[src/rtl/quadrature_decoder_speed_position_macros.svh]
// Assertion macros for the quadrature decoder.
// Included by the top level; relies on signals named clock and reset in scope.
`ifndef QUADRATURE_DECODER_SPEED_POSITION_MACROS_SVH
`define QUADRATURE_DECODER_SPEED_POSITION_MACROS_SVH

// The consequent must hold in the same cycle as the antecedent.
`define QDSP_ASSERT_IMPLIES(name, ante, cons) \
   name: assert property (@(posedge clock) disable iff (reset) (ante) |-> (cons)) \
      else $error("qdsp: same-cycle check failed");

// The consequent must hold in the cycle after the antecedent.
`define QDSP_ASSERT_NEXT(name, ante, cons) \
   name: assert property (@(posedge clock) disable iff (reset) (ante) |=> (cons)) \
      else $error("qdsp: next-cycle check failed");

`endif

[src/rtl/qdsp_pkg.sv]
// Shared constants, types and helper functions of the quadrature decoder.
// No dependencies; every RTL module of the block imports this package.
`default_nettype none

package qdsp_pkg;

   // Field and register widths.
   localparam int COUNT_W         = 32;
   localparam int POS_W           = 32;
   localparam int STEP_W          = 2;
   localparam int RPM_W           = 32;
   localparam int ANGLE_W         = 48;
   localparam int ANGLE_FRAC_BITS = 24;
   localparam int RPM_FRAC_BITS   = 8;
   localparam int TPR_W           = 16;
   localparam int MODE_W          = 3;
   localparam int RATE_W          = 16;

   // Configuration port.
   localparam int CSR_INDEX_W = 2;
   localparam int CSR_DATA_W  = 16;
   localparam logic [CSR_INDEX_W-1:0] CSR_JOINT_ENABLED   = 2'd0;
   localparam logic [CSR_INDEX_W-1:0] CSR_TICKS_PER_ROUND = 2'd1;
   localparam logic [CSR_INDEX_W-1:0] CSR_ENCODING_MODE   = 2'd2;
   localparam logic [CSR_INDEX_W-1:0] CSR_SAMPLE_RATE_HZ  = 2'd3;

   localparam logic              JOINT_ENABLED_RESET = 1'b1;
   localparam logic [TPR_W-1:0]  TPR_RESET           = 16'd512;
   localparam logic [MODE_W-1:0] MODE_RESET          = 3'd4;
   localparam logic [RATE_W-1:0] RATE_RESET          = 16'd100;

   // Item operation codes.
   localparam logic OP_EDGE = 1'b0;
   localparam logic OP_TICK = 1'b1;

   // Arithmetic of the sample tick.
   localparam int SECONDS_PER_MINUTE = 60;
   localparam int SCALE_W    = RATE_W + 6 + RPM_FRAC_BITS;
   localparam int MUL_B_W    = 32;
   localparam int PROD_W     = COUNT_W + MUL_B_W;
   localparam int TWO_PI_W   = 35;
   localparam logic [TWO_PI_W-1:0] TWO_PI_Q32 = 35'h6487ED511;
   localparam int TWO_PI_HI_W = TWO_PI_W - MUL_B_W;
   localparam logic [MUL_B_W-1:0]     TWO_PI_LO = TWO_PI_Q32[MUL_B_W-1:0];
   localparam logic [TWO_PI_HI_W-1:0] TWO_PI_HI = TWO_PI_Q32[TWO_PI_W-1:MUL_B_W];
   localparam int ANG_SHIFT  = 32 - ANGLE_FRAC_BITS;
   localparam int DIVISOR_W  = TPR_W + MODE_W;
   localparam int NUM_W      = COUNT_W + TWO_PI_W;
   localparam int DIV_STEPS  = (NUM_W + 1) / 2;
   localparam int DIV_W      = 2 * DIV_STEPS;
   localparam int DIV_CNT_W  = $clog2(DIV_STEPS);

   // Queue between front and back.
   localparam int QUEUE_DEPTH = 4;
   localparam int QPTR_W      = $clog2(QUEUE_DEPTH);
   localparam int QCNT_W      = $clog2(QUEUE_DEPTH + 1);

   typedef struct packed {
      logic                     joint_enabled;
      logic [TPR_W-1:0]         ticks_per_round;
      logic [MODE_W-1:0]        encoding_mode;
      logic [RATE_W-1:0]        sample_rate_hz;
   } qdsp_cfg_type;

   typedef struct packed {
      logic                     is_tick;
      logic signed [STEP_W-1:0] step;
      logic [COUNT_W-1:0]       count;
   } qdsp_entry_type;

   typedef struct packed {
      logic busy;
      logic done;
   } qdsp_div_status_type;

   typedef struct packed {
      logic [DIVISOR_W-1:0] rem;
      logic                 qbit;
   } qdsp_dstep_type;

   // Step of a transition given {previous A, previous B, new A, new B}.
   function automatic logic signed [STEP_W-1:0] step_lookup(input logic [3:0] idx);
      logic signed [STEP_W-1:0] s;
      case (idx) inside
         4'd2, 4'd4, 4'd11, 4'd13: s = 2'sd1;
         4'd1, 4'd7, 4'd8, 4'd14:  s = -2'sd1;
         default:                  s = 2'sd0;
      endcase
      return s;
   endfunction

   // One restoring division step: shift in a dividend bit, subtract if it fits.
   function automatic qdsp_dstep_type div_step(input logic [DIVISOR_W-1:0] rem,
                                               input logic din,
                                               input logic [DIVISOR_W-1:0] d);
      logic [DIVISOR_W:0] trial;
      qdsp_dstep_type     r;
      trial = {rem, din};
      if (trial >= {1'b0, d}) begin
         r.rem  = DIVISOR_W'(trial - {1'b0, d});
         r.qbit = 1'b1;
      end else begin
         r.rem  = trial[DIVISOR_W-1:0];
         r.qbit = 1'b0;
      end
      return r;
   endfunction

endpackage

`default_nettype wire

[src/rtl/qdsp_front.sv]
// Front part of the quadrature decoder: takes items, decodes edges, keeps the count.
// Depends on qdsp_pkg; feeds classified items into qdsp_queue.
`default_nettype none

module qdsp_front (
   input  wire                      clock,
   input  wire                      reset,
   input  wire                      req_valid,
   output logic                     req_stall,
   input  wire                      req_operation,
   input  wire                      req_phase_a,
   input  wire                      req_phase_b,
   input  wire                      queue_full,
   output logic                     push,
   output qdsp_pkg::qdsp_entry_type push_entry
);
   import qdsp_pkg::*;

   logic [3:0]               history_ff, history_in;
   logic [COUNT_W-1:0]       count_ff, count_in;
   logic [3:0]               idx;
   logic signed [STEP_W-1:0] step;
   logic                     accept;
   logic                     is_tick;

   assign req_stall = queue_full;
   assign accept    = req_valid && !queue_full;
   assign is_tick   = (req_operation == OP_TICK);
   assign idx       = {history_ff[1:0], req_phase_a, req_phase_b};
   assign step      = step_lookup(idx);

   always_comb begin
      history_in = history_ff;
      count_in   = count_ff;
      if (accept && !is_tick) begin
         history_in = idx;
         count_in   = count_ff + COUNT_W'(step);
      end
   end

   always_ff @(posedge clock) begin
      if (reset) begin
         history_ff <= '0;
         count_ff   <= '0;
      end else begin
         history_ff <= history_in;
         count_ff   <= count_in;
      end
   end

   assign push               = accept;
   assign push_entry.is_tick = is_tick;
   assign push_entry.step    = is_tick ? 2'sd0 : step;
   assign push_entry.count   = count_in;

endmodule

`default_nettype wire

[src/rtl/qdsp_queue.sv]
// Short item queue that decouples the decoder front from the arithmetic back.
// Depends on qdsp_pkg for the entry type and the depth.
`default_nettype none

module qdsp_queue (
   input  wire                      clock,
   input  wire                      reset,
   input  wire                      push,
   input  qdsp_pkg::qdsp_entry_type push_entry,
   output logic                     full,
   input  wire                      pop,
   output logic                     empty,
   output qdsp_pkg::qdsp_entry_type head
);
   import qdsp_pkg::*;

   qdsp_entry_type     entries_ff [QUEUE_DEPTH];
   logic [QPTR_W-1:0]  wr_ptr_ff, wr_ptr_in;
   logic [QPTR_W-1:0]  rd_ptr_ff, rd_ptr_in;
   logic [QCNT_W-1:0]  fill_ff, fill_in;

   assign full  = (fill_ff == QCNT_W'(QUEUE_DEPTH));
   assign empty = (fill_ff == '0);
   assign head  = entries_ff[rd_ptr_ff];

   always_comb begin
      wr_ptr_in = push ? wr_ptr_ff + 1'b1 : wr_ptr_ff;
      rd_ptr_in = pop  ? rd_ptr_ff + 1'b1 : rd_ptr_ff;
      fill_in   = fill_ff;
      if (push && !pop) begin
         fill_in = fill_ff + 1'b1;
      end else if (pop && !push) begin
         fill_in = fill_ff - 1'b1;
      end
   end

   always_ff @(posedge clock) begin
      if (reset) begin
         wr_ptr_ff <= '0;
         rd_ptr_ff <= '0;
         fill_ff   <= '0;
      end else begin
         wr_ptr_ff <= wr_ptr_in;
         rd_ptr_ff <= rd_ptr_in;
         fill_ff   <= fill_in;
      end
   end

   always_ff @(posedge clock) begin
      if (push) begin
         entries_ff[wr_ptr_ff] <= push_entry;
      end
   end

endmodule

`default_nettype wire

[src/rtl/qdsp_div.sv]
// Two-lane restoring divider, two quotient bits per lane and cycle, shared divisor.
// Depends on qdsp_pkg; started and read by qdsp_back.
`default_nettype none

module qdsp_div (
   input  wire                              clock,
   input  wire                              reset,
   input  wire                              start,
   input  wire [qdsp_pkg::DIVISOR_W-1:0]    divisor,
   input  wire [qdsp_pkg::DIV_W-1:0]        num_rpm,
   input  wire [qdsp_pkg::DIV_W-1:0]        num_ang,
   output qdsp_pkg::qdsp_div_status_type    status,
   output logic [qdsp_pkg::DIV_W-1:0]       quo_rpm,
   output logic [qdsp_pkg::DIV_W-1:0]       quo_ang
);
   import qdsp_pkg::*;

   logic                  busy_ff, busy_in;
   logic                  done_ff, done_in;
   logic [DIV_CNT_W-1:0]  cnt_ff, cnt_in;
   logic [DIVISOR_W-1:0]  divisor_ff, divisor_in;
   logic [DIVISOR_W-1:0]  rem_rpm_ff, rem_rpm_in, rem_ang_ff, rem_ang_in;
   logic [DIV_W-1:0]      sh_rpm_ff, sh_rpm_in, sh_ang_ff, sh_ang_in;
   qdsp_dstep_type        r1, r2, a1, a2;

   // The dividend shifts out at the top while quotient bits enter at the bottom.
   assign r1 = div_step(rem_rpm_ff, sh_rpm_ff[DIV_W-1], divisor_ff);
   assign r2 = div_step(r1.rem, sh_rpm_ff[DIV_W-2], divisor_ff);
   assign a1 = div_step(rem_ang_ff, sh_ang_ff[DIV_W-1], divisor_ff);
   assign a2 = div_step(a1.rem, sh_ang_ff[DIV_W-2], divisor_ff);

   always_comb begin
      busy_in    = busy_ff;
      done_in    = 1'b0;
      cnt_in     = cnt_ff;
      divisor_in = divisor_ff;
      rem_rpm_in = rem_rpm_ff;
      rem_ang_in = rem_ang_ff;
      sh_rpm_in  = sh_rpm_ff;
      sh_ang_in  = sh_ang_ff;
      if (start) begin
         busy_in    = 1'b1;
         cnt_in     = DIV_CNT_W'(DIV_STEPS - 1);
         divisor_in = divisor;
         rem_rpm_in = '0;
         rem_ang_in = '0;
         sh_rpm_in  = num_rpm;
         sh_ang_in  = num_ang;
      end else if (busy_ff) begin
         rem_rpm_in = r2.rem;
         rem_ang_in = a2.rem;
         sh_rpm_in  = {sh_rpm_ff[DIV_W-3:0], r1.qbit, r2.qbit};
         sh_ang_in  = {sh_ang_ff[DIV_W-3:0], a1.qbit, a2.qbit};
         cnt_in     = cnt_ff - 1'b1;
         if (cnt_ff == '0) begin
            busy_in = 1'b0;
            done_in = 1'b1;
         end
      end
   end

   always_ff @(posedge clock) begin
      if (reset) begin
         busy_ff <= 1'b0;
         done_ff <= 1'b0;
      end else begin
         busy_ff <= busy_in;
         done_ff <= done_in;
      end
   end

   always_ff @(posedge clock) begin
      cnt_ff     <= cnt_in;
      divisor_ff <= divisor_in;
      rem_rpm_ff <= rem_rpm_in;
      rem_ang_ff <= rem_ang_in;
      sh_rpm_ff  <= sh_rpm_in;
      sh_ang_ff  <= sh_ang_in;
   end

   assign status.busy = busy_ff;
   assign status.done = done_ff;
   assign quo_rpm     = sh_rpm_ff;
   assign quo_ang     = sh_ang_ff;

endmodule

`default_nettype wire

[src/rtl/qdsp_back.sv]
// Back part of the quadrature decoder: speed and angle update, result register.
// Depends on qdsp_pkg; drains qdsp_queue and drives qdsp_div.
`default_nettype none

module qdsp_back (
   input  wire                                 clock,
   input  wire                                 reset,
   input  qdsp_pkg::qdsp_cfg_type              cfg,
   input  wire                                 queue_empty,
   input  qdsp_pkg::qdsp_entry_type            head,
   output logic                                pop,
   output logic                                div_start,
   output logic [qdsp_pkg::DIVISOR_W-1:0]      div_divisor,
   output logic [qdsp_pkg::DIV_W-1:0]          div_num_rpm,
   output logic [qdsp_pkg::DIV_W-1:0]          div_num_ang,
   input  qdsp_pkg::qdsp_div_status_type       div_status,
   input  wire [qdsp_pkg::DIV_W-1:0]           div_quo_rpm,
   input  wire [qdsp_pkg::DIV_W-1:0]           div_quo_ang,
   output logic                                rsp_valid,
   input  wire                                 rsp_stall,
   output logic signed [qdsp_pkg::POS_W-1:0]   rsp_position_count,
   output logic signed [qdsp_pkg::STEP_W-1:0]  rsp_step_taken,
   output logic signed [qdsp_pkg::RPM_W-1:0]   rsp_motor_rpm,
   output logic signed [qdsp_pkg::ANGLE_W-1:0] rsp_motor_angle
);
   import qdsp_pkg::*;

   localparam logic [2:0] S_IDLE    = 3'd0;
   localparam logic [2:0] S_MUL_RPM = 3'd1;
   localparam logic [2:0] S_MUL_ANG = 3'd2;
   localparam logic [2:0] S_START   = 3'd3;
   localparam logic [2:0] S_WAIT    = 3'd4;
   localparam logic [2:0] S_DONE    = 3'd5;

   localparam logic [RPM_W-1:0] RPM_MIN = {1'b1, {(RPM_W-1){1'b0}}};
   localparam logic [RPM_W-1:0] RPM_MAX = {1'b0, {(RPM_W-1){1'b1}}};

   logic [2:0]                 state_ff, state_in;
   logic [COUNT_W-1:0]         last_ff, last_in;
   logic [RPM_W-1:0]           speed_ff, speed_in;
   logic [ANGLE_W-1:0]         angle_ff, angle_in;
   logic [COUNT_W-1:0]         mag_ff, mag_in;
   logic                       neg_ff, neg_in;
   logic [COUNT_W-1:0]         hold_ff, hold_in;
   logic [DIV_W-1:0]           num_rpm_ff, num_rpm_in, num_ang_ff, num_ang_in;
   logic                       out_valid_ff, out_valid_in;
   logic [COUNT_W-1:0]         out_count_ff, out_count_in;
   logic signed [STEP_W-1:0]   out_step_ff, out_step_in;
   logic [RPM_W-1:0]           out_rpm_ff, out_rpm_in;
   logic [ANGLE_W-1:0]         out_angle_ff, out_angle_in;

   logic                       out_free;
   logic                       divisor_zero;
   logic [COUNT_W-1:0]         delta;
   logic [SCALE_W-1:0]         rpm_scale;
   logic [MUL_B_W-1:0]         mul_b;
   logic [PROD_W-1:0]          product;
   logic [COUNT_W+TWO_PI_HI_W-1:0] ang_hi_prod;
   logic [RPM_W-1:0]           speed_sat;
   logic [ANGLE_W-1:0]         angle_step;

   assign out_free     = !out_valid_ff || !rsp_stall;
   assign divisor_zero = (cfg.ticks_per_round == '0) || (cfg.encoding_mode == '0);
   assign div_divisor  = DIVISOR_W'(cfg.ticks_per_round * cfg.encoding_mode);
   assign delta        = head.count - last_ff;
   assign rpm_scale    = (SCALE_W'(cfg.sample_rate_hz) * SCALE_W'(SECONDS_PER_MINUTE))
                         << RPM_FRAC_BITS;

   // One shared multiplier: speed scale first, then the low word of two pi.
   assign mul_b       = (state_ff == S_MUL_RPM) ? MUL_B_W'(rpm_scale) : TWO_PI_LO;
   assign product     = PROD_W'(mag_ff) * PROD_W'(mul_b);
   assign ang_hi_prod = mag_ff * TWO_PI_HI;

   assign div_num_rpm = num_rpm_ff;
   assign div_num_ang = num_ang_ff;
   assign angle_step  = div_quo_ang[ANG_SHIFT +: ANGLE_W];

   always_comb begin
      if (neg_ff) begin
         if ((|div_quo_rpm[DIV_W-1:RPM_W]) || (div_quo_rpm[RPM_W-1:0] > RPM_MIN)) begin
            speed_sat = RPM_MIN;
         end else begin
            speed_sat = -div_quo_rpm[RPM_W-1:0];
         end
      end else begin
         if (|div_quo_rpm[DIV_W-1:RPM_W-1]) begin
            speed_sat = RPM_MAX;
         end else begin
            speed_sat = div_quo_rpm[RPM_W-1:0];
         end
      end
   end

   always_comb begin
      state_in     = state_ff;
      last_in      = last_ff;
      speed_in     = speed_ff;
      angle_in     = angle_ff;
      mag_in       = mag_ff;
      neg_in       = neg_ff;
      hold_in      = hold_ff;
      num_rpm_in   = num_rpm_ff;
      num_ang_in   = num_ang_ff;
      out_valid_in = out_valid_ff && rsp_stall;
      out_count_in = out_count_ff;
      out_step_in  = out_step_ff;
      out_rpm_in   = out_rpm_ff;
      out_angle_in = out_angle_ff;
      pop          = 1'b0;
      div_start    = 1'b0;
      case (state_ff)
         S_IDLE: begin
            if (!queue_empty && out_free) begin
               pop = 1'b1;
               if (!head.is_tick || !cfg.joint_enabled) begin
                  out_valid_in = 1'b1;
                  out_count_in = head.count;
                  out_step_in  = head.step;
                  out_rpm_in   = speed_ff;
                  out_angle_in = angle_ff;
               end else begin
                  last_in = head.count;
                  if (divisor_zero) begin
                     speed_in     = '0;
                     out_valid_in = 1'b1;
                     out_count_in = head.count;
                     out_step_in  = 2'sd0;
                     out_rpm_in   = '0;
                     out_angle_in = angle_ff;
                  end else begin
                     neg_in   = delta[COUNT_W-1];
                     mag_in   = delta[COUNT_W-1] ? -delta : delta;
                     hold_in  = head.count;
                     state_in = S_MUL_RPM;
                  end
               end
            end
         end
         S_MUL_RPM: begin
            num_rpm_in = DIV_W'(product);
            state_in   = S_MUL_ANG;
         end
         S_MUL_ANG: begin
            num_ang_in = DIV_W'(product) + (DIV_W'(ang_hi_prod) << MUL_B_W);
            state_in   = S_START;
         end
         S_START: begin
            div_start = 1'b1;
            state_in  = S_WAIT;
         end
         S_WAIT: begin
            if (div_status.done) begin
               state_in = S_DONE;
            end
         end
         S_DONE: begin
            if (out_free) begin
               speed_in     = speed_sat;
               angle_in     = neg_ff ? angle_ff - angle_step : angle_ff + angle_step;
               out_valid_in = 1'b1;
               out_count_in = hold_ff;
               out_step_in  = 2'sd0;
               out_rpm_in   = speed_sat;
               out_angle_in = neg_ff ? angle_ff - angle_step : angle_ff + angle_step;
               state_in     = S_IDLE;
            end
         end
         default: begin
            state_in = S_IDLE;
         end
      endcase
   end

   always_ff @(posedge clock) begin
      if (reset) begin
         state_ff     <= S_IDLE;
         last_ff      <= '0;
         speed_ff     <= '0;
         angle_ff     <= '0;
         out_valid_ff <= 1'b0;
      end else begin
         state_ff     <= state_in;
         last_ff      <= last_in;
         speed_ff     <= speed_in;
         angle_ff     <= angle_in;
         out_valid_ff <= out_valid_in;
      end
   end

   always_ff @(posedge clock) begin
      mag_ff       <= mag_in;
      neg_ff       <= neg_in;
      hold_ff      <= hold_in;
      num_rpm_ff   <= num_rpm_in;
      num_ang_ff   <= num_ang_in;
      out_count_ff <= out_count_in;
      out_step_ff  <= out_step_in;
      out_rpm_ff   <= out_rpm_in;
      out_angle_ff <= out_angle_in;
   end

   assign rsp_valid          = out_valid_ff;
   assign rsp_position_count = POS_W'(signed'(out_count_ff));
   assign rsp_step_taken     = out_step_ff;
   assign rsp_motor_rpm      = out_rpm_ff;
   assign rsp_motor_angle    = out_angle_ff;

endmodule

`default_nettype wire

[src/rtl/quadrature_decoder_speed_position.sv]
// Top level of the quadrature decoder with speed and position estimate.
// Depends on qdsp_pkg, qdsp_front, qdsp_queue, qdsp_div, qdsp_back and the macro header.
`default_nettype none
`include "quadrature_decoder_speed_position_macros.svh"

// Each item is either an encoder edge carrying the A/B pin levels or a sample tick, and
// each item produces exactly one result item with the count, the step of that edge, the
// last speed in rpm (8 fraction bits, saturated) and the wrapping angle in radians (24
// fraction bits). The front takes an item in the cycle it arrives, decodes the edge and
// updates the count straight away, then places the item in a four-entry queue, so input
// is held off only once that queue is full. The back drains the queue one item at a
// time: an edge, or a tick on a disabled joint or with a zero divisor, goes straight into
// the result register once it is free. An enabled tick passes S_MUL_RPM and S_MUL_ANG on
// the shared 32 by 32 multiplier, then S_START and S_WAIT on the two-lane divider, which
// retires two quotient bits per cycle over a 68-bit dividend, and S_DONE to saturate.
// Configuration registers are always ready and should only be written while no item is
// outstanding. Reset is synchronous and active high; there is no clearing pass.
module quadrature_decoder_speed_position (
   input  wire                                 clock,
   input  wire                                 reset,
   input  wire                                 req_valid,
   output logic                                req_stall,
   input  wire                                 req_operation,
   input  wire                                 req_phase_a,
   input  wire                                 req_phase_b,
   output logic                                rsp_valid,
   input  wire                                 rsp_stall,
   output logic signed [qdsp_pkg::POS_W-1:0]   rsp_position_count,
   output logic signed [qdsp_pkg::STEP_W-1:0]  rsp_step_taken,
   output logic signed [qdsp_pkg::RPM_W-1:0]   rsp_motor_rpm,
   output logic signed [qdsp_pkg::ANGLE_W-1:0] rsp_motor_angle,
   input  wire                                 csr_valid,
   output logic                                csr_ready,
   input  wire [qdsp_pkg::CSR_INDEX_W-1:0]     csr_index,
   input  wire [qdsp_pkg::CSR_DATA_W-1:0]      csr_data
);
   import qdsp_pkg::*;

   qdsp_cfg_type        cfg_ff, cfg_in;
   logic                push;
   qdsp_entry_type      push_entry;
   logic                queue_full;
   logic                queue_empty;
   logic                pop;
   qdsp_entry_type      head;
   logic                div_start;
   logic [DIVISOR_W-1:0] div_divisor;
   logic [DIV_W-1:0]    div_num_rpm, div_num_ang;
   qdsp_div_status_type div_status;
   logic [DIV_W-1:0]    div_quo_rpm, div_quo_ang;

   // The register file is a plain write port; it never pushes back.
   assign csr_ready = 1'b1;

   always_comb begin
      cfg_in = cfg_ff;
      if (csr_valid) begin
         case (csr_index)
            CSR_JOINT_ENABLED:   cfg_in.joint_enabled   = csr_data[0];
            CSR_TICKS_PER_ROUND: cfg_in.ticks_per_round = csr_data[TPR_W-1:0];
            CSR_ENCODING_MODE:   cfg_in.encoding_mode   = csr_data[MODE_W-1:0];
            CSR_SAMPLE_RATE_HZ:  cfg_in.sample_rate_hz  = csr_data[RATE_W-1:0];
            default:             cfg_in = cfg_ff;
         endcase
      end
   end

   always_ff @(posedge clock) begin
      if (reset) begin
         cfg_ff.joint_enabled   <= JOINT_ENABLED_RESET;
         cfg_ff.ticks_per_round <= TPR_RESET;
         cfg_ff.encoding_mode   <= MODE_RESET;
         cfg_ff.sample_rate_hz  <= RATE_RESET;
      end else begin
         cfg_ff <= cfg_in;
      end
   end

   // Edge decoding and the running count live in the front.
   qdsp_front u_front (
      .clock         (clock),
      .reset         (reset),
      .req_valid     (req_valid),
      .req_stall     (req_stall),
      .req_operation (req_operation),
      .req_phase_a   (req_phase_a),
      .req_phase_b   (req_phase_b),
      .queue_full    (queue_full),
      .push          (push),
      .push_entry    (push_entry)
   );

   qdsp_queue u_queue (
      .clock      (clock),
      .reset      (reset),
      .push       (push),
      .push_entry (push_entry),
      .full       (queue_full),
      .pop        (pop),
      .empty      (queue_empty),
      .head       (head)
   );

   // Speed and angle share one divisor, so both quotients come out together.
   qdsp_div u_div (
      .clock   (clock),
      .reset   (reset),
      .start   (div_start),
      .divisor (div_divisor),
      .num_rpm (div_num_rpm),
      .num_ang (div_num_ang),
      .status  (div_status),
      .quo_rpm (div_quo_rpm),
      .quo_ang (div_quo_ang)
   );

   qdsp_back u_back (
      .clock              (clock),
      .reset              (reset),
      .cfg                (cfg_ff),
      .queue_empty        (queue_empty),
      .head               (head),
      .pop                (pop),
      .div_start          (div_start),
      .div_divisor        (div_divisor),
      .div_num_rpm        (div_num_rpm),
      .div_num_ang        (div_num_ang),
      .div_status         (div_status),
      .div_quo_rpm        (div_quo_rpm),
      .div_quo_ang        (div_quo_ang),
      .rsp_valid          (rsp_valid),
      .rsp_stall          (rsp_stall),
      .rsp_position_count (rsp_position_count),
      .rsp_step_taken     (rsp_step_taken),
      .rsp_motor_rpm      (rsp_motor_rpm),
      .rsp_motor_angle    (rsp_motor_angle)
   );

   // The front must never write into a full queue, nor the back read an empty one.
   `QDSP_ASSERT_IMPLIES(a_push_not_full, push, !queue_full)
   `QDSP_ASSERT_IMPLIES(a_pop_not_empty, pop, !queue_empty)
   // The divider is started only when idle, and runs once started.
   `QDSP_ASSERT_IMPLIES(a_start_when_idle, div_start, !div_status.busy)
   `QDSP_ASSERT_NEXT(a_start_then_busy, div_start, div_status.busy)

endmodule

`default_nettype wire
[config.mk]
export PLATFORM = sky130hd
export DESIGN_NAME = quadrature_decoder_speed_position
export DESIGN_NICKNAME = d
export VERILOG_FILES = /design/src/rtl/qdsp_pkg.sv /design/src/rtl/qdsp_front.sv /design/src/rtl/qdsp_queue.sv /design/src/rtl/qdsp_div.sv /design/src/rtl/qdsp_back.sv /design/src/rtl/quadrature_decoder_speed_position.sv
export VERILOG_INCLUDE_DIRS = /design/src /design/src/rtl
export SDC_FILE = /design/constraint.sdc
export NUM_CORES = 2
export LEC_CHECK = 0
export BUFFER_PORTS_ARGS = -buffer_cell sky130_fd_sc_hd__buf_2
export CAP_MARGIN = 20
export CORE_ASPECT_RATIO = 1.2
export CORE_MARGIN = 1.5
export CORE_UTILIZATION = 50
export DETAILED_ROUTE_END_ITERATION = 12
export PLACE_DENSITY = 0.74
export SLEW_MARGIN = 30
export SYNTH_ARGS = -nofsm -noshare
export SYNTH_HDL_FRONTEND = slang
export SYNTH_SLANG_ARGS = --single-unit
[constraint.sdc]
create_clock -name clock -period 13.1 [get_ports clock]
set_input_delay 2.62 -clock clock [delete_from_list [all_inputs] [get_ports clock]]
set_output_delay 2.62 -clock clock [all_outputs]
set_load 0.01 [all_outputs]
* Word level (Yosys, flattened, before mapping)
Memory sizes are Yosys's and may differ from the RTL's. A register that Yosys moved wholly into a read port is not among the register bits. Cells that the tools add are included.
Word-level totals: memory bits (writable) 140, register bits after elaboration 705, memories kept 1, word-level logic and storage cells 194
Cells by class: reductions and logical operators 43, mux-type cells 65, add/sub/neg operators 16, multipliers 4, equality and inequality tests 24, $lt $le $gt $ge 5, bitwise operators 3
Memory list:
- u_queue.entries_ff | depth 4, width 35, rd ports 1, clocked after memory_dff 1, wr ports 1, line qdsp_queue.sv:17 | qdsp_entry_type entries_ff [QUEUE_DEPTH];
Operators with widths (count):
- $mux 32 | 14
- $mux 48 | 5
- $mux 68 | 3
- $pmux 32 s2 | 3
- $pmux 48 s2 | 1
- $ge 20x19->1 | 4
- $mux 20 | 4
- $sub 19x19->19 | 4
- $add 64x67->68 | 1
- $mul 32x32->64 | 1
- $mux 64 | 1
- $neg 32->32 | 2
- $mux 31 | 2
- $add 48x48->48 | 1
- $sub 48x48->48 | 1
- $reduce_or 37->1 | 1
- $reduce_or 36->1 | 1
- $mul 32x2->34 const B | 1
- $add 32x32->32 | 1
- $gt 32x32->1 const B | 1
- $sub 32x32->32 | 1
- $mux 3 | 7
- $mul 16x4->20 const B | 1
- $mul 16x3->19 | 1
- 36 further kinds | 98

* Longest topological paths before layout
depth after elaboration 8, mapped depth 59, depth with buffers taken out 58

* Modules after synthesis
From an unflattened synthesis, not the netlist that was laid out.
Unflattened totals: cell total of the unflattened synthesis 7859, area total of the unflattened synthesis 75651.3 um^2
Modules (own cells, without submodules):
- qdsp_back | times used 1, area each 52864.5 um^2, sequential area each 11631.2 um^2, cells each 5917
- qdsp_div | times used 1, area each 12371.9 um^2, sequential area each 5575.3 um^2, cells each 1110
- qdsp_queue | times used 1, area each 5531.6 um^2, sequential area each 4384.2 um^2, cells each 227
- qdsp_front | times used 1, area each 3358.2 um^2, sequential area each 680.7 um^2, cells each 459
- quadrature_decoder_speed_position | times used 1, area each 1525.2 um^2, sequential area each 720.7 um^2, cells each 146

* Least setup slack after synthesis
Ideal clock, no wire load.
kind register to register, start register cfg_ff[0] (netlist bit), end register u_back.num_ang_ff[59] (netlist: u_back.div_num_ang[59]) (data pin), library setup time 0.260 ns, arrival 12.269 ns, path slack 0.571 ns, clock period less this slack 12.529 ns, stages on the path, launching flop included 56, data required time 12.840 ns, buffers on the path 1, path through dfxtp_1 -> fa_1 -> fa_1 -> fa_1 -> a21o_1 -> a21oi_1 -> o21bai_1 -> a21o_1 -> a21o_1 -> a21o_1 -> a21o_1 -> a21o_1 -> a21oi_1 -> o21bai_1 -> xnor2_1 -> nor2_1 -> clkbuf_1 -> nand2_1 -> (+20 left out) -> a21oi_1 -> a21oi_1 -> nand2_1 -> a21oi_1 -> xnor2_1 -> ha_1 -> or4_1 -> o21bai_1 -> a21bo_1 -> o21ai_1 -> a22o_1 -> a21o_1 -> a31o_1 -> a311o_1 -> a41o_1 -> a21o_1 -> a21oi_2 -> xnor2_1
Between the ends: longest elaborated chain between the ends 4
RTL lines:
- start, declared | line quadrature_decoder_speed_position.sv:39 | qdsp_cfg_type cfg_ff, cfg_in;
- start signal, assigned | line quadrature_decoder_speed_position.sv:75 | cfg_ff <= cfg_in;
- $mul 16x4->20 | line qdsp_back.sv:66 | assign rpm_scale = (SCALE_W'(cfg.sample_rate_hz) * SCALE_W'(SECONDS_PER_MINUTE))
- $mux 31 | line qdsp_back.sv:70 | assign mul_b = (state_ff == S_MUL_RPM) ? MUL_B_W'(rpm_scale) : TWO_PI_LO;
- $mul 32x32->64 | line qdsp_back.sv:71 | assign product = PROD_W'(mag_ff) * PROD_W'(mul_b);
- net u_back.product[41] | line qdsp_back.sv:57 | logic [PROD_W-1:0] product;
- $add 64x67->68 | line qdsp_back.sv:144 | num_ang_in = DIV_W'(product) + (DIV_W'(ang_hi_prod) << MUL_B_W);
- end signal, assigned | line qdsp_back.sv:195 | num_ang_ff <= num_ang_in;
- end, declared | line qdsp_back.sv:45 | logic [DIV_W-1:0] num_rpm_ff, num_rpm_in, num_ang_ff, num_ang_in;
The timed path passes the listed nets, and every way through them passes these cells. A chain may end at the register's enable or synchronous reset.

* Worst setup path in the final report
start register cfg_ff[0] (netlist bit), end register u_back.num_ang_ff[63] (netlist: u_back.div_num_ang[63]) (data pin)
Same word-level chain as after synthesis.

==> results_dict.tcl <==
set metrics [dict create \
    track_usage_pct 26.5 \
    outcome "complete, no violations" \
    netlist_top_cells_count "nand2_1, inv_1, fa_1" \
    place_ws_ps -367 \
    max_freq_mhz 77.4 \
    synth_fp_nets 9077 \
    nets 9328 \
    cp-start-kind "flop" \
    cts_tree "yes" \
    synth_edf_count 606 \
    yosys-top-cells-area "edfxtp_1, fa_1, ha_1" \
    min_path_cells 2 \
    synth_cells 7760 \
    cpMostUsedCell "a21o_1" \
    reg2reg_slack_ps 180 \
    wl_per_cell_um 19.9 \
    fin_crit_ps 12920 \
    rsz0062_at_grt "yes" \
    vias 56100 \
    drc 0 \
    fp.dieW_um 353 \
    cts.sinks 847 \
    cts_made_buffers 87 \
    synth.avg_cell_area_sq_um 9.49 \
    worstMarginPinSlew_ps 1030 \
    finalHoldViolations 0 \
    wl_mm 200 \
    clk-insertion-delay-late_ps 700 \
    critPathArrivalTime_ps 13350 \
    first_pass_iters 5 \
    cts_root_buffer "clkbuf_16" \
    hold_path.startpoint "u_back.last_ff[18]" \
    routabilityCongestion 0.976 \
    core_sq_um 146000 \
    synthDominantCellAreaShare_pct 24.7 \
    drt_iter0_drc 3865 \
    path_clk_slew_ps 60 \
    crit_family "adder cells" \
    areaGrowthSynthToFinish_pct 11.4 \
    fin_area_sq_um 82100 \
    port_buffers 141 \
    hpwl_mm 155 \
    fp.dieH_um 423 \
    syn-cell-area_sq_um 73700 \
    overflow 0 \
    hold_end "u_back.last_ff[18]" \
    cp_num_buf_inv 4 \
    rr_endpoint "u_back.div_num_ang[63]" \
    grt_pass1_wl_mm 312 \
    timing.rr.start "cfg_ff[0]" \
    dp_cells 9845 \
    ant_nets 0 \
    grt_start_max_net_pins 112 \
    yosysUniqueCellTypes 110 \
    yosysSeqAreaShare_pct 31.3 \
    setup_slack_ps 185 \
    slew_headroom_pct 31.1 \
    synthFlopType "edfxtp_1" \
    skew_ps 33.3 \
    worstSetupEndpointType "flop" \
    antenna_found_initial 6 \
    setup_tns_ps 0 \
    synthArstFlopShare_pct 0 \
    fin_crit_sh_pct 98.6 \
    hold_path_class "flop to flop" \
    h-tree-depth 3 \
    ff2ff_path_depth 51 \
    synth.largest_area_cell "edfxtp_1" \
    final_cells 10000 \
    worstSetupPathType "flop to flop" \
    drv_slew 0 \
    critical_path_cell_count 51 \
    io-pin-count 143 \
    vias_per_cell 5.59 \
    yosysWarningCount 0 \
    die-area_sq_um 150000 \
    worst_path_largest_cell_delay_ps 620 \
    drive_gt1_share_pct 10.5 \
    setup_viol 0 \
    ys_seq_elements 847 \
    path_max_fanout 5 \
    grt_pass1_vias 57300 \
    row_count 154 \
    slowest_stage "fa_2" \
    placed_cell_area_sq_um 78200 \
    cp.required_ps 13530 \
    cap_violations 0 \
    yosysMostFrequentCell "nand2_1" \
    start_util_pct 50.3 \
    clk_path_buf_depth 3 \
]
-- how the worst max path moves through the flow --
stage                          from                      to  slack [ps]
after floorplan           cfg_ff[0]  u_back.div_num_ang[59]         570
after global placement    cfg_ff[0]  u_back.div_num_ang[63]        -160
after detailed placement  cfg_ff[0]  u_back.div_num_ang[63]        -370
after CTS                 cfg_ff[0]  u_back.div_num_ang[63]           2
after global routing      cfg_ff[0]  u_back.div_num_ang[63]        -180
final                     cfg_ff[0]  u_back.div_num_ang[63]         180
-- registers in the layout, indices dropped and copies added (netlist names), 32 cells and up, named ones only --
signal / count
u_queue.entries_ff: 140
u_back.rsp_motor_angle: 48
cfg_ff: 36
u_back.mag_ff: 32
u_div.quo_rpm: 68
u_back.div_num_rpm: 64
u_back.speed_ff: 32
u_back.rsp_motor_rpm: 32
u_back.rsp_position_count: 32
u_back.hold_ff: 32
u_back.angle_ff: 48
u_back.div_num_ang: 68
u_front.count_ff: 32
u_div.quo_ang: 68
u_back.last_ff: 32
-- worst reg2reg max path: cells and delay by family, from the launching register on --
kind	cells	cell delay (ps)
flip-flops	1	330
adder cells (fa/ha/maj)	13	5760
AO/OA/AOI/OAI	22	4180
AND/OR/NAND/NOR	9	1520
buffers and inverters	4	480
XOR/XNOR	3	410
-- area by class of cell --
class / instances / area [sq um]
timing repair buffer: 492 / 3600
antenna: 5 / 12.5
fill: 12600 / 64400
clock inverter: 53 / 642
clock buffer: 111 / 2340
tap: 1950 / 2440
inverter: 1020 / 3830
multi-input combinational: 5563 / 46200
sequential: 847 / 23000
-- per-layer routing --
layer,track usage [%],up-vias,part of all wire (%)
met4,13.8,4,6.0
met2,46.4,1811,50
li1,-,26100,-
met1,31.4,27700,38
met5,0,-,0.014
met3,3.98,515,5.8
-- metrics by stage --
step / utilization (%) / hold WS, ps
after floorplan: - / 436
after global placement: 53.4 / 442
after detailed placement: 53.4 / 447
after CTS: 55.5 / 455
after global routing: 56.0 / 476
final: 56.0 / 454
-- cells in the final DEF, fill, tap and decap left out, types with 44 or more instances in the layout --
cell type  count
nor2_1       409
a211oi_1      48
nand3_1       53
ha_1         576
nor3_1        61
xnor2_1      253
inv_1       1016
xor2_1       141
nand2b_1      45
and2_1       165
o21bai_1      52
dfxtp_1      236
edfxtp_1     606
nor2b_1       73
a21oi_1      403
nand4_1       44
fa_1         694
buf_2        140
buf_4        326
a21o_1       171
o21ai_0      232
clkbuf_16     91
mux2i_1       69
nand2_1     1458
-- cells by family after synthesis --
| kind of cell | after synthesis | share of synthesized area, % |
|---|---|---|
| XOR/XNOR | 408 | 4.91 |
| buffers and inverters | 1350 | 6.94 |
| adder cells (fa/ha/maj) | 1294 | 29.1 |
| flip-flops | 847 | 31.3 |
| AND/OR/NAND/NOR | 2504 | 14.8 |
| multiplexers | 111 | 2.11 |
| AO/OA/AOI/OAI | 1245 | 10.9 |
| other | 1 | 0.00509 |
-- what timing repair did --
item                                    4_1_cts  5_1_grt
cloned                                        0        3
endpoints found under the setup margin       11       18
setup buffers                                 3       22
endpoints found under the hold margin         0        0
hold buffers                                  0        0
gates resized for setup                      15      108
pin swaps                                     2       78
Power is left out: the tool's default activity adds up to more than one toggle a clock period on the data nets, which glitch-free logic cannot reach.
